### config.mk
export PLATFORM = sky130hd
export DESIGN_NAME = button_hold_level_classifier_unit
export DESIGN_NICKNAME = d
export VERILOG_FILES = /design/src/rtl/bhlc_pkg.sv /design/src/rtl/button_hold_level_classifier_unit.sv
export SDC_FILE = /design/constraint.sdc
export NUM_CORES = 1
export LEC_CHECK = 0
export BUFFER_PORTS_ARGS = -buffer_cell sky130_fd_sc_hd__buf_2
export CORE_ASPECT_RATIO = 0.7
export CORE_MARGIN = 2
export CORE_UTILIZATION = 55
export CTS_BUF_LIST = sky130_fd_sc_hd__clkbuf_16
export CTS_CLUSTER_DIAMETER = 80
export DETAILED_ROUTE_END_ITERATION = 12
export GPL_TIMING_DRIVEN = 0
export HOLD_SLACK_MARGIN = 0.03
export PLACE_DENSITY = 0.73
export SYNTH_ARGS = -nofsm -noshare
export SYNTH_HDL_FRONTEND = slang
export SYNTH_SLANG_ARGS = --single-unit
### constraint.sdc
create_clock -name clock -period 11.65 [get_ports clock]
set_input_delay 2.33 -clock clock [delete_from_list [all_inputs] [get_ports clock]]
set_output_delay 2.33 -clock clock [all_outputs]
set_load 0.05 [all_outputs]
### src/rtl/bhlc_pkg.sv
// Shared types and constants for the button hold-level classifier.
// No dependencies; imported by button_hold_level_classifier_unit.

package bhlc_pkg;

   // input item kinds
   localparam logic [1:0] FUNC_POLL     = 2'd0;
   localparam logic [1:0] FUNC_STOP     = 2'd1;
   localparam logic [1:0] FUNC_ACTIVITY = 2'd2;

   // event codes
   localparam logic [2:0] EV_RELEASE   = 3'd0;
   localparam logic [2:0] EV_PRESS     = 3'd1;
   localparam logic [2:0] EV_SHORT     = 3'd2;
   localparam logic [2:0] EV_LONG      = 3'd3;
   localparam logic [2:0] EV_VERYLONG  = 3'd4;
   localparam logic [2:0] EV_SUPERLONG = 3'd5;

   // hold levels
   localparam logic [3:0] LVL_NONE      = 4'd0;
   localparam logic [3:0] LVL_SHORT     = 4'd2;
   localparam logic [3:0] LVL_LONG      = 4'd3;
   localparam logic [3:0] LVL_VERYLONG  = 4'd4;
   localparam logic [3:0] LVL_SUPERLONG = 4'd5;
   localparam logic [3:0] LVL_STOPPED   = 4'd10;

   // button numbers and active-button codes (code = button + 1, zero = none)
   localparam logic [1:0] BTN_ALT  = 2'd1;
   localparam logic [1:0] BTN_UP   = 2'd2;
   localparam logic [2:0] ACT_NONE = 3'd0;

   // register indexes
   localparam logic [2:0] CSR_SHORT_HOLD     = 3'd0;
   localparam logic [2:0] CSR_LONG_HOLD      = 3'd1;
   localparam logic [2:0] CSR_VERYLONG_HOLD  = 3'd2;
   localparam logic [2:0] CSR_SUPERLONG_HOLD = 3'd3;
   localparam logic [2:0] CSR_SLOW_REPEAT    = 3'd4;
   localparam logic [2:0] CSR_FAST_REPEAT    = 3'd5;
   localparam logic [2:0] CSR_DEBOUNCE       = 3'd6;
   localparam logic [2:0] CSR_ALT_PRESENT    = 3'd7;

   // register reset values
   localparam logic [15:0] SHORT_HOLD_RST     = 16'd1000;
   localparam logic [15:0] LONG_HOLD_RST      = 16'd3000;
   localparam logic [15:0] VERYLONG_HOLD_RST  = 16'd5000;
   localparam logic [15:0] SUPERLONG_HOLD_RST = 16'd10000;
   localparam logic [15:0] SLOW_REPEAT_RST    = 16'd125;
   localparam logic [15:0] FAST_REPEAT_RST    = 16'd20;
   localparam logic [15:0] DEBOUNCE_RST       = 16'd150;

   // one result event
   typedef struct packed {
      logic [1:0] button;
      logic [2:0] event_res;
      logic [3:0] prior_level;
   } bhlc_event_type;

endpackage

### src/rtl/button_hold_level_classifier_unit.sv
// Button hold-level classifier with auto-repeat, top level.
// Depends on bhlc_pkg for event, level and register codes.
//
//  port group  dir  beat contents (low bits first)
//  req_*       in   tdata: now_ms[31:0], pressed[35:32]; tuser: func
//  rsp_*       out  tdata: button[1:0], event_res[4:2], prior_level[8:5]; tlast: last
//  csr_*       in   write enable, register index, 16-bit write data
//
// An item is registered on entry and classified combinationally against the state.
// Its events (up to four) are loaded into a four-entry result buffer and leave
// one per cycle while rsp is ready; the buffer drain is the limit, and the next
// item is classified as the last event leaves. Items with no events pass at one per cycle.
// A stall on rsp holds the buffer; one more item waits in the input register.
// Synchronous reset clears state and valid flags and loads the register reset values; no clearing pass.

module button_hold_level_classifier_unit
   import bhlc_pkg::*;
(
   input  logic        clock,
   input  logic        reset,
   input  logic        req_tvalid,
   output logic        req_tready,
   input  logic [39:0] req_tdata,   // now_ms[31:0], pressed[35:32], zero fill
   input  logic [1:0]  req_tuser,   // func
   output logic        rsp_tvalid,
   input  logic        rsp_tready,
   output logic [15:0] rsp_tdata,   // button[1:0], event_res[4:2], prior_level[8:5]
   output logic        rsp_tlast,
   input  logic        csr_we,
   input  logic [2:0]  csr_addr,
   input  logic [15:0] csr_wdata
);

   // configuration registers
   logic [15:0] short_hold_ff, long_hold_ff, verylong_hold_ff, superlong_hold_ff;
   logic [15:0] slow_repeat_ff, fast_repeat_ff, debounce_ff;
   logic        alt_present_ff;

   // classifier state
   logic [2:0]  active_ff, active_in;
   logic [3:0]  hold_ff, hold_in;
   logic [31:0] activity_ff, activity_in;
   logic [31:0] repeat_ff, repeat_in;

   // input register
   logic        in_vld_ff;
   logic [1:0]  in_func_ff;
   logic [31:0] in_now_ff;
   logic [3:0]  in_pressed_ff;

   // result buffer
   bhlc_event_type ev_ff [4];
   logic [2:0]  rem_ff;
   logic [1:0]  rd_ff;

   // classifier signals
   logic           proc;
   logic [31:0]    elapsed, rep_elapsed;
   logic           debounced;
   bhlc_event_type ev_list [4];
   logic [2:0]     ev_n;
   bhlc_event_type cur_ev;

   // config write port
   always_ff @(posedge clock) begin
      if (reset) begin
         short_hold_ff     <= SHORT_HOLD_RST;
         long_hold_ff      <= LONG_HOLD_RST;
         verylong_hold_ff  <= VERYLONG_HOLD_RST;
         superlong_hold_ff <= SUPERLONG_HOLD_RST;
         slow_repeat_ff    <= SLOW_REPEAT_RST;
         fast_repeat_ff    <= FAST_REPEAT_RST;
         debounce_ff       <= DEBOUNCE_RST;
         alt_present_ff    <= 1'b1;
      end else if (csr_we) begin
         case (csr_addr)
            CSR_SHORT_HOLD:     short_hold_ff     <= csr_wdata;
            CSR_LONG_HOLD:      long_hold_ff      <= csr_wdata;
            CSR_VERYLONG_HOLD:  verylong_hold_ff  <= csr_wdata;
            CSR_SUPERLONG_HOLD: superlong_hold_ff <= csr_wdata;
            CSR_SLOW_REPEAT:    slow_repeat_ff    <= csr_wdata;
            CSR_FAST_REPEAT:    fast_repeat_ff    <= csr_wdata;
            CSR_DEBOUNCE:       debounce_ff       <= csr_wdata;
            CSR_ALT_PRESENT:    alt_present_ff    <= csr_wdata[0];
            default: ;
         endcase
      end
   end

   // handshake: classify when the buffer is empty or handing out its last beat
   assign proc       = in_vld_ff && (rem_ff == 3'd0 || (rem_ff == 3'd1 && rsp_tready));
   assign req_tready = !in_vld_ff || proc;
   assign rsp_tvalid = rem_ff != 3'd0;

   // input register
   always_ff @(posedge clock) begin
      if (reset) begin
         in_vld_ff <= 1'b0;
      end else if (req_tready) begin
         in_vld_ff <= req_tvalid;
      end
      if (req_tready && req_tvalid) begin
         in_func_ff    <= req_tuser;
         in_now_ff     <= req_tdata[31:0];
         in_pressed_ff <= req_tdata[35:32];
      end
   end

   // wrapping time differences; activity difference serves debounce and hold
   assign elapsed     = in_now_ff - activity_ff;
   assign rep_elapsed = in_now_ff - repeat_ff;
   assign debounced   = elapsed < {16'd0, debounce_ff};

   // classify one item: stop, activity, or a poll with release, press, hold level, auto-repeat
   always_comb begin
      logic [3:0]  en, down, elig;
      logic [1:0]  act_idx, press_idx, tgt_idx;
      logic        have_act, rel, held, press, tgt_vld;
      logic [3:0]  hl0, hl1;
      logic [31:0] el, rdiff;
      logic [2:0]  hold_code;
      logic        hold_fire, short_fire, rep_fire;
      logic [15:0] rate;

      active_in   = active_ff;
      hold_in     = hold_ff;
      activity_in = activity_ff;
      repeat_in   = repeat_ff;
      ev_n        = 3'd0;
      for (int i = 0; i < 4; i++) ev_list[i] = '0;

      en       = 4'b1111;
      en[BTN_ALT] = alt_present_ff;
      down     = in_pressed_ff & en;
      have_act = active_ff != ACT_NONE;
      act_idx  = 2'(active_ff - 3'd1);
      rel      = have_act && en[act_idx] && !in_pressed_ff[act_idx];
      held     = have_act && en[act_idx] && in_pressed_ff[act_idx];

      // a new press: first enabled pressed button, after a released one
      for (int b = 0; b < 4; b++) begin
         elig[b] = down[b] && (!have_act || (rel && 2'(b) > act_idx));
      end
      press     = elig != 4'd0;
      press_idx = elig[0] ? 2'd0 : elig[1] ? 2'd1 : elig[2] ? 2'd2 : 2'd3;

      // hold level of the button that stays down after this poll
      tgt_vld = press || held;
      tgt_idx = press ? press_idx : act_idx;
      hl0     = press ? LVL_NONE : hold_ff;
      el      = press ? 32'd0 : elapsed;
      hold_fire  = 1'b0;
      short_fire = 1'b0;
      hold_code  = EV_SHORT;
      hl1        = hl0;
      if (tgt_vld) begin
         if (el >= {16'd0, superlong_hold_ff} && hl0 < LVL_SUPERLONG) begin
            hold_fire = 1'b1;
            hold_code = EV_SUPERLONG;
            hl1       = LVL_SUPERLONG;
         end else if (el >= {16'd0, verylong_hold_ff} && hl0 < LVL_VERYLONG) begin
            hold_fire = 1'b1;
            hold_code = EV_VERYLONG;
            hl1       = LVL_VERYLONG;
         end else if (el >= {16'd0, long_hold_ff} && hl0 < LVL_LONG) begin
            hold_fire = 1'b1;
            hold_code = EV_LONG;
            hl1       = LVL_LONG;
         end else if (el >= {16'd0, short_hold_ff} && hl0 < LVL_SHORT) begin
            hold_fire  = 1'b1;
            short_fire = 1'b1;
            hold_code  = EV_SHORT;
            hl1        = LVL_SHORT;
         end
      end

      // auto-repeat for up and down
      rate     = (hl1 >= LVL_LONG) ? fast_repeat_ff : slow_repeat_ff;
      rdiff    = short_fire ? 32'd0 : rep_elapsed;
      rep_fire = tgt_vld && tgt_idx >= BTN_UP && hl1 >= LVL_SHORT &&
                 rdiff >= {16'd0, rate};

      case (in_func_ff)
         FUNC_STOP: begin
            hold_in = LVL_STOPPED;
         end
         FUNC_ACTIVITY: begin
            activity_in = in_now_ff;
         end
         FUNC_POLL: begin
            if (!debounced) begin
               // event list in emission order
               if (rel && hold_ff < LVL_STOPPED) begin
                  ev_list[ev_n[1:0]] = '{button: act_idx, event_res: EV_RELEASE,
                                         prior_level: hold_ff};
                  ev_n = ev_n + 3'd1;
               end
               if (press) begin
                  ev_list[ev_n[1:0]] = '{button: press_idx, event_res: EV_PRESS,
                                         prior_level: LVL_NONE};
                  ev_n = ev_n + 3'd1;
               end
               if (hold_fire) begin
                  ev_list[ev_n[1:0]] = '{button: tgt_idx, event_res: hold_code,
                                         prior_level: hl0};
                  ev_n = ev_n + 3'd1;
               end
               if (rep_fire) begin
                  ev_list[ev_n[1:0]] = '{button: tgt_idx, event_res: EV_PRESS,
                                         prior_level: hl1};
                  ev_n = ev_n + 3'd1;
               end
               // next state
               if (press) begin
                  active_in   = {1'b0, press_idx} + 3'd1;
                  activity_in = in_now_ff;
               end else if (rel) begin
                  active_in = ACT_NONE;
               end
               if (tgt_vld) begin
                  hold_in = hl1;
               end else if (rel) begin
                  hold_in = LVL_NONE;
               end
               if (short_fire || rep_fire) begin
                  repeat_in = in_now_ff;
               end
            end
         end
         default: ;
      endcase
   end

   // state update on each classified item
   always_ff @(posedge clock) begin
      if (reset) begin
         active_ff   <= ACT_NONE;
         hold_ff     <= LVL_NONE;
         activity_ff <= 32'd0;
         repeat_ff   <= 32'd0;
      end else if (proc) begin
         active_ff   <= active_in;
         hold_ff     <= hold_in;
         activity_ff <= activity_in;
         repeat_ff   <= repeat_in;
      end
   end

   // result buffer: load on classify, drain one beat per cycle while rsp is ready
   always_ff @(posedge clock) begin
      if (reset) begin
         rem_ff <= 3'd0;
         rd_ff  <= 2'd0;
      end else if (proc) begin
         rem_ff <= ev_n;
         rd_ff  <= 2'd0;
      end else if (rsp_tvalid && rsp_tready) begin
         rem_ff <= rem_ff - 3'd1;
         rd_ff  <= rd_ff + 2'd1;
      end
      if (proc) begin
         for (int i = 0; i < 4; i++) ev_ff[i] <= ev_list[i];
      end
   end

   // result beat
   assign cur_ev    = ev_ff[rd_ff];
   assign rsp_tdata = {7'd0, cur_ev.prior_level, cur_ev.event_res, cur_ev.button};
   assign rsp_tlast = rem_ff == 3'd1;

   // checks
   a_hold_code: assert property (@(posedge clock) disable iff (reset)
      hold_ff == LVL_NONE || hold_ff == LVL_SHORT || hold_ff == LVL_LONG ||
      hold_ff == LVL_VERYLONG || hold_ff == LVL_SUPERLONG || hold_ff == LVL_STOPPED)
      else $error("hold level holds an unused code");

   a_idle_hold: assert property (@(posedge clock) disable iff (reset)
      active_ff == ACT_NONE |-> (hold_ff == LVL_NONE || hold_ff == LVL_STOPPED))
      else $error("hold level left over with no active button");

   a_load: assert property (@(posedge clock) disable iff (reset)
      proc && ev_n != 3'd0 |=> rsp_tvalid && rd_ff == 2'd0)
      else $error("classified events not offered from the buffer head");

   a_count: assert property (@(posedge clock) disable iff (reset)
      rem_ff <= 3'd4 && ({1'b0, rd_ff} + rem_ff) <= 3'd4)
      else $error("result buffer count out of range");

endmodule
# == Yosys cells after proc, flatten, opt, wreduce, memory -nomap -nowiden ==
# Memory sizes are Yosys's and may differ from the RTL's. A register that Yosys moved wholly into a read port is not among the register bits.
# Index checks and enable logic that the tools add are counted.
# totals
romBits,0
n_memories,1
inputBits,66
reg_bits,228
wordCells,209
ram_bits,36
latchBits,0
output_inout_bits,19
# memory_table
name,depth,width,rd,rd_ports_with_merged_regs,write_ports,line_no,source
ev_ff,4,9,1,1,4,button_hold_level_classifier_unit.sv:52,bhlc_event_type ev_ff [4];
# op_classes
bitwise,5
eq_ne,13
order_cmp,25
n_div,0
n_reduce_logical,60
n_mul,0
addsub,9
shifts,0
n_mux,78
# op_table
op,n
2-to-1 mux 36 bit,9
greater-or-equal comparator 32 x 16 -> 1 bit,5
2-to-1 mux 32 bit,4
bitwise mux 36 bit,3
case mux 32 bit (2 select lines),1
subtractor 32 bit,2
demux 9 bit (select 2 bit),3
2-to-1 mux 3 bit,18
2-to-1 mux 9 bit,6
2-to-1 mux 4 bit,9
less-than comparator 32 x 16 -> 1 bit,1
logical AND 1 bit,26
2-to-1 mux 1 bit,16
2-to-1 mux 16 bit,1
AND reduction 2 bit,8
AND reduction 4 bit,4
== test 3 bit (second input constant),4
2-to-1 mux 2 bit,5
adder 3 x 1 -> 3 bit (second input constant),3
greater-or-equal comparator 3 bit (second input constant),3
less-than comparator 3 x 1 -> 1 bit (second input constant),3
inverter 2 -> 3 bit,3
greater-or-equal comparator 4 x 2 -> 1 bit (second input constant),2
logical OR 1 bit,8
other kinds (28),43

# == Depth between registers and ports, before layout ==
# logic_depth
depth_word,29
depth_mapped,42
mapped_depth_nobuf,37

# == Worst setup path after synthesis ==
# OpenSTA, ideal clock, no wires.
# synth_path
path_type,flip-flop to flip-flop
from,reg active_ff[0]
to,reg repeat_ff[1]
path_stages_with_launch,43
path_buffers,9
path_slack_ns,3.326
required_time_ns,11.522
period_less_slack_ns,8.324
arrival_time_ns,8.197
setup_time_ns,0.128
cell_sequence,dfxtp_1 -> buf_2 -> inv_1 -> ha_1 -> clkbuf_1 -> mux4_2 -> or3_4 -> o221ai_2 -> buf_4 -> inv_2 -> clkbuf_1 -> clkbuf_1 -> and2_1 -> ha_1 -> a211oi_1 -> o21bai_1 -> a311o_1 -> a221o_1 -> [... 7 more ...] -> buf_2 -> buf_2 -> mux2i_1 -> ha_1 -> a21oi_1 -> o21ai_0 -> a211oi_1 -> o21ai_0 -> a21oi_1 -> o21ai_0 -> or4_1 -> o311ai_2 -> a221oi_2 -> buf_6 -> o21ai_4 -> buf_12 -> mux2i_1 -> nor2_1
# synth_via
elab_chain_len,23
word_cells_on_any_way,68
cone_classes,add/sub: 1; order compare: 16; mux: 22; reduce/logical: 29
# synth_rtl
item,line_no,source
start: declaration,button_hold_level_classifier_unit.sv:40,"logic [2:0] active_ff, active_in;"
start signal: assignment,button_hold_level_classifier_unit.sv:242,active_ff <= active_in;
subtractor 2 x 1 -> 2 bit,button_hold_level_classifier_unit.sv:136,act_idx = 2'(active_ff - 3'd1);
binary-select mux 1 bit (select 2 bit),"button_hold_level_classifier_unit.sv:137, button_hold_level_classifier_unit.sv:138",
2-to-1 mux 1 bit (not written as such),"button_hold_level_classifier_unit.sv:137, button_hold_level_classifier_unit.sv:138",
logical AND 1 bit or logical NOT 1 bit (tied branches),"button_hold_level_classifier_unit.sv:137, button_hold_level_classifier_unit.sv:138",
logical AND 1 bit,button_hold_level_classifier_unit.sv:137,rel = have_act && en[act_idx] && !in_pressed_ff[act_idx];
logical AND 1 bit,button_hold_level_classifier_unit.sv:142,elig[b] = down[b] && (!have_act || (rel && 2'(b) > act_idx));
logical OR 1 bit,button_hold_level_classifier_unit.sv:142,
logical AND 1 bit,button_hold_level_classifier_unit.sv:142,
[... 7 more ...],n/a,
2-to-1 mux 4 bit,button_hold_level_classifier_unit.sv:157,"if (el >= {16'd0, superlong_hold_ff} && hl0 < LVL_SUPERLONG) begin"
2-to-1 mux 4 bit,button_hold_level_classifier_unit.sv:156,if (tgt_vld) begin
greater-or-equal comparator 4 x 2 -> 1 bit,button_hold_level_classifier_unit.sv:178,rate = (hl1 >= LVL_LONG) ? fast_repeat_ff : slow_repeat_ff;
2-to-1 mux 16 bit,button_hold_level_classifier_unit.sv:178,
greater-or-equal comparator 32 x 16 -> 1 bit,button_hold_level_classifier_unit.sv:181,"rdiff >= {16'd0, rate};"
logical AND 1 bit,button_hold_level_classifier_unit.sv:180,rep_fire = tgt_vld && tgt_idx >= BTN_UP && hl1 >= LVL_SHORT &&
logical OR 1 bit *,button_hold_level_classifier_unit.sv:225,if (short_fire || rep_fire) begin
AND reduction 4 bit (no line) *,n/a,
end signal: assignment,button_hold_level_classifier_unit.sv:245,repeat_ff <= repeat_in;
end: declaration,button_hold_level_classifier_unit.sv:43,"logic [31:0] repeat_ff, repeat_in;"
# Mark *: on every way between the ends. The rest lies on a longest branch, timed or not. The select of a mux whose other input is x is not followed.
# A chain may end at the register's enable or synchronous reset.

# == Worst setup path after layout ==
# layout_path
from,reg active_ff[0]
to,reg repeat_ff[28]
# Same word-level chain as after synthesis.

==> out/results.ini <==
[global_route]
grt_overflow = 0
grt_pass1_wl_um = 77600
grt_max_degree = 44
grt_pass1_vias = 14300
track_usage_pct = 29.9
antenna_found_initial = 1

[run]
maxCapViolations = 0

[synthesis]
synth_area_leaders = dfxtp_1 22%, edfxtp_1 13%, ha_1 12%
synth_seq_area_share_pct = 35.3
synth_edf_count = 74
synth_common_cells = 304 x nand2_1, 192 x dfxtp_1, 190 x a21oi_1, 182 x nor2_1, 179 x inv_1
yosysWarnings = 0
postSynthAreaPerCell_um2 = 8.42
syn_area_um2 = 17200
netlist.area_leader.share_pct = 22.4
netlist_instances = 2043
yosysMostFrequentCell = nand2_1
ys_ff_latch = 266
synth_flop_cell = dfxtp_1
ys_types = 80
synth_area_leader_cell = dfxtp_1
synth-async-reset-ratio_pct = 0

[detailed_routing]
first_pass_iters = 5
vias = 15400
via_per_inst = 5.93
drc_errors = 0
totalWireLength_um = 49800
first_iter_violations = 1596
wire_per_inst_um = 19.2
drtAntennaViolNets = 0

[layout]
final_net_count = 2384
area_delta_synth_final_pct = 11.0
final_layout_size_suffix_gt1_share_pct = 7.70
post-route-util_pct = 61.7
fin_area_um2 = 19100
antenna_cells = 0

[worst_hold_path]
holdPathStages = 2
holdCritStartpoint = fast_repeat_ff[10]$_SDFFE_PP0P_
holdCritPathClass = reg2reg

[floorplanning]
rows = 54
die_w_um = 215
start_util_pct = 55.6
die_y_um = 152
pin_count = 85
coreArea_um2 = 30900
die-area_um2 = 32700

[sta]
rsz0062_at_grt = false
fin_crit_sh_pct = 94.6
timing.slew.headroom_pct = 29.7
worst_pin_slew_ns = 1.05
slew_violations = 0
skew_ns = 0.0137
tns_ns = 0
finalCriticalPeriod_ns = 11.02
finalHoldViolCount = 0
max_freq_mhz = 90.7
setup_violations = 0

[setup_path]
critPathArrivalTime_ns = 11.44
path_class = reg2reg
critical_path.max_stage_delay_ns = 0.74
path_common_cell = a21oi_1
cp_num_buf_inv = 10
end_kind = register
rr_startpoint = active_ff[0]$_SDFFE_PP0P_
start_kind = register
path_depth = 41
critical-path-top-delay-family = compound AO/OA/AOI/OAI gates
cp_data_required_time_ns = 12.07
cp_max_fo = 11
reg2reg_slack_ns = 0.63
critical_path.startpoint = active_ff[0]$_SDFFE_PP0P_
rr_worst_depth = 41
cpMaxStageDelayCell = or4_1

[placement]
gp_congestion = 0.952
numPortBuffers = 69
hpwl_um = 37800
placed_area_um2 = 18100

[power]
leakagePower_nw = 7.72
power_density_nw_per_um2 = 194
p_clk_share_pct = 25.3
power_frac_comb_pct = 44.6
p_int_mw = 2.18
net-switching-power_mw = 1.51
switching_share_pct = 41.0
ir_drop_mv = 0.215
seqPwrFrac_pct = 30.1

[clock_network]
cts_sinks = 266
htreeDepth = 1
holdBufCountCts = 0
root_buffer = clkbuf_16
cts_buffer_depth = 3
insertion_delay_ns = 0.57
cts.clk_slew.worst_paths_ns = 0.07
postCtsSetupBuffers = 0
post_cts_resized = 0
cts_buffers = 28
tritoncts = done

[status]
status = complete, no violations

[power by group through the flow]
stage | clock [mW] | combinational, mW | sequential (mW)
final | 0.935 | 1.65 | 1.11
after global routing | 0.976 | 1.81 | 1.12
after CTS | 0.945 | 1.62 | 1.11
after detailed placement | 0 | 1.61 | 1.13
after global placement | 0 | 1.57 | 1.13
after floorplan | 0 | 1.19 | 1.11
[worst register-to-register path, delay by kind of cell (launching register included)]
family,cells,cell delay (ns)
muxes,3,0.92
buffers and inverters,10,2.37
DFF,1,0.33
adders and majority gates,3,0.89
and+or+nand+nor,6,1.85
AOI/OAI and AO/OA,19,4.51
[placed cells by master (no fill, tap or decap), drive strengths merged, types with 8 or more instances in the layout]
| cell type | instances |
|---|---|
| clkinv | 11 |
| nand2b | 16 |
| a211oi | 19 |
| dfxtp | 192 |
| a21o | 25 |
| nand3 | 29 |
| a31oi | 17 |
| nor2b | 19 |
| nand2 | 304 |
| o211ai | 15 |
| mux4 | 10 |
| o21ai | 73 |
| or3 | 11 |
| ha | 168 |
| nand3b | 21 |
| and2 | 17 |
| edfxtp | 74 |
| mux2i | 94 |
| buf | 88 |
| a21oi | 191 |
| nand4 | 35 |
| inv | 184 |
| clkbuf | 110 |
| or2 | 8 |
| xor2 | 23 |
| nor3 | 25 |
| nor2 | 182 |
| o21a | 27 |
| xnor2 | 23 |
| a211o | 23 |
[logic make-up (layout without fill, tap and decap cells)]
| kind of cell | after synthesis | after routing | share of synthesized area, % |
|---|---|---|---|
| mux | 107 | 107 | 6.98 |
| compound gates | 479 | 479 | 18.0 |
| simple gates | 696 | 696 | 18.2 |
| fa+ha+maj | 170 | 170 | 12.5 |
| other cells | 1 | 7 | 0.0218 |
| xor+xnor | 46 | 46 | 2.34 |
| flops | 266 | 266 | 35.3 |
| buf+inv | 278 | 398 | 6.66 |
[worst paths after layout]
path                                                        end
worst max-delay path                 repeat_ff[28]$_SDFFE_PP0P_
worst min-delay path            fast_repeat_ff[10]$_SDFFE_PP0P_
worst max register to register       repeat_ff[28]$_SDFFE_PP0P_
worst min register to register  fast_repeat_ff[10]$_SDFFE_PP0P_
[registers in the layout, indices dropped and copies added, names as in the netlist, named ones only]
name and cells:
hold_ff 4, activity_ff 32, slow_repeat_ff 16, fast_repeat_ff 16
rem_ff 3, repeat_ff 32, superlong_hold_ff 16, rd_ff 2
in_now_ff 32, active_ff 3, in_pressed_ff 4, short_hold_ff 16
verylong_hold_ff 16, alt_present_ff 1, long_hold_ff 16, ev_ff 36
debounce_ff 16, in_func_ff 2, in_vld_ff 1
[routing by layer]
metal	vias up	routed length (um)	GRT usage, %
li1	7392	-	-
met5	-	0	0
met1	7298	23800	44.8
met3	108	4200	5.85
met4	0	1490	8.83
met2	561	20300	43.3
[area by class of cell]
class	count	area, um2
Multi-Input combinational cell	1505	10000
Clock inverter	20	175
Sequential cell	266	6070
Timing Repair Buffer	70	365
Tap cell	420	526
Inverter	180	676
Buffer	97	467
Fill cell	2796	11900
Clock buffer	31	776
[per-stage QoR]
step	hold slack, ns	power [mW]	instances	setup WS (ns)
6_report	0.454	3.69	2589	0.629
5_1_grt	0.470	3.91	2589	0.0589
4_1_cts	0.454	3.68	2590	0.372
3_5_place_dp	0.446	2.74	2539	0.422
3_3_place_gp	0.441	2.70	2538	0.639
2_1_floorplan	0.434	2.30	2049	3.33
No activity file was read; power rests on OpenSTA's default activity.
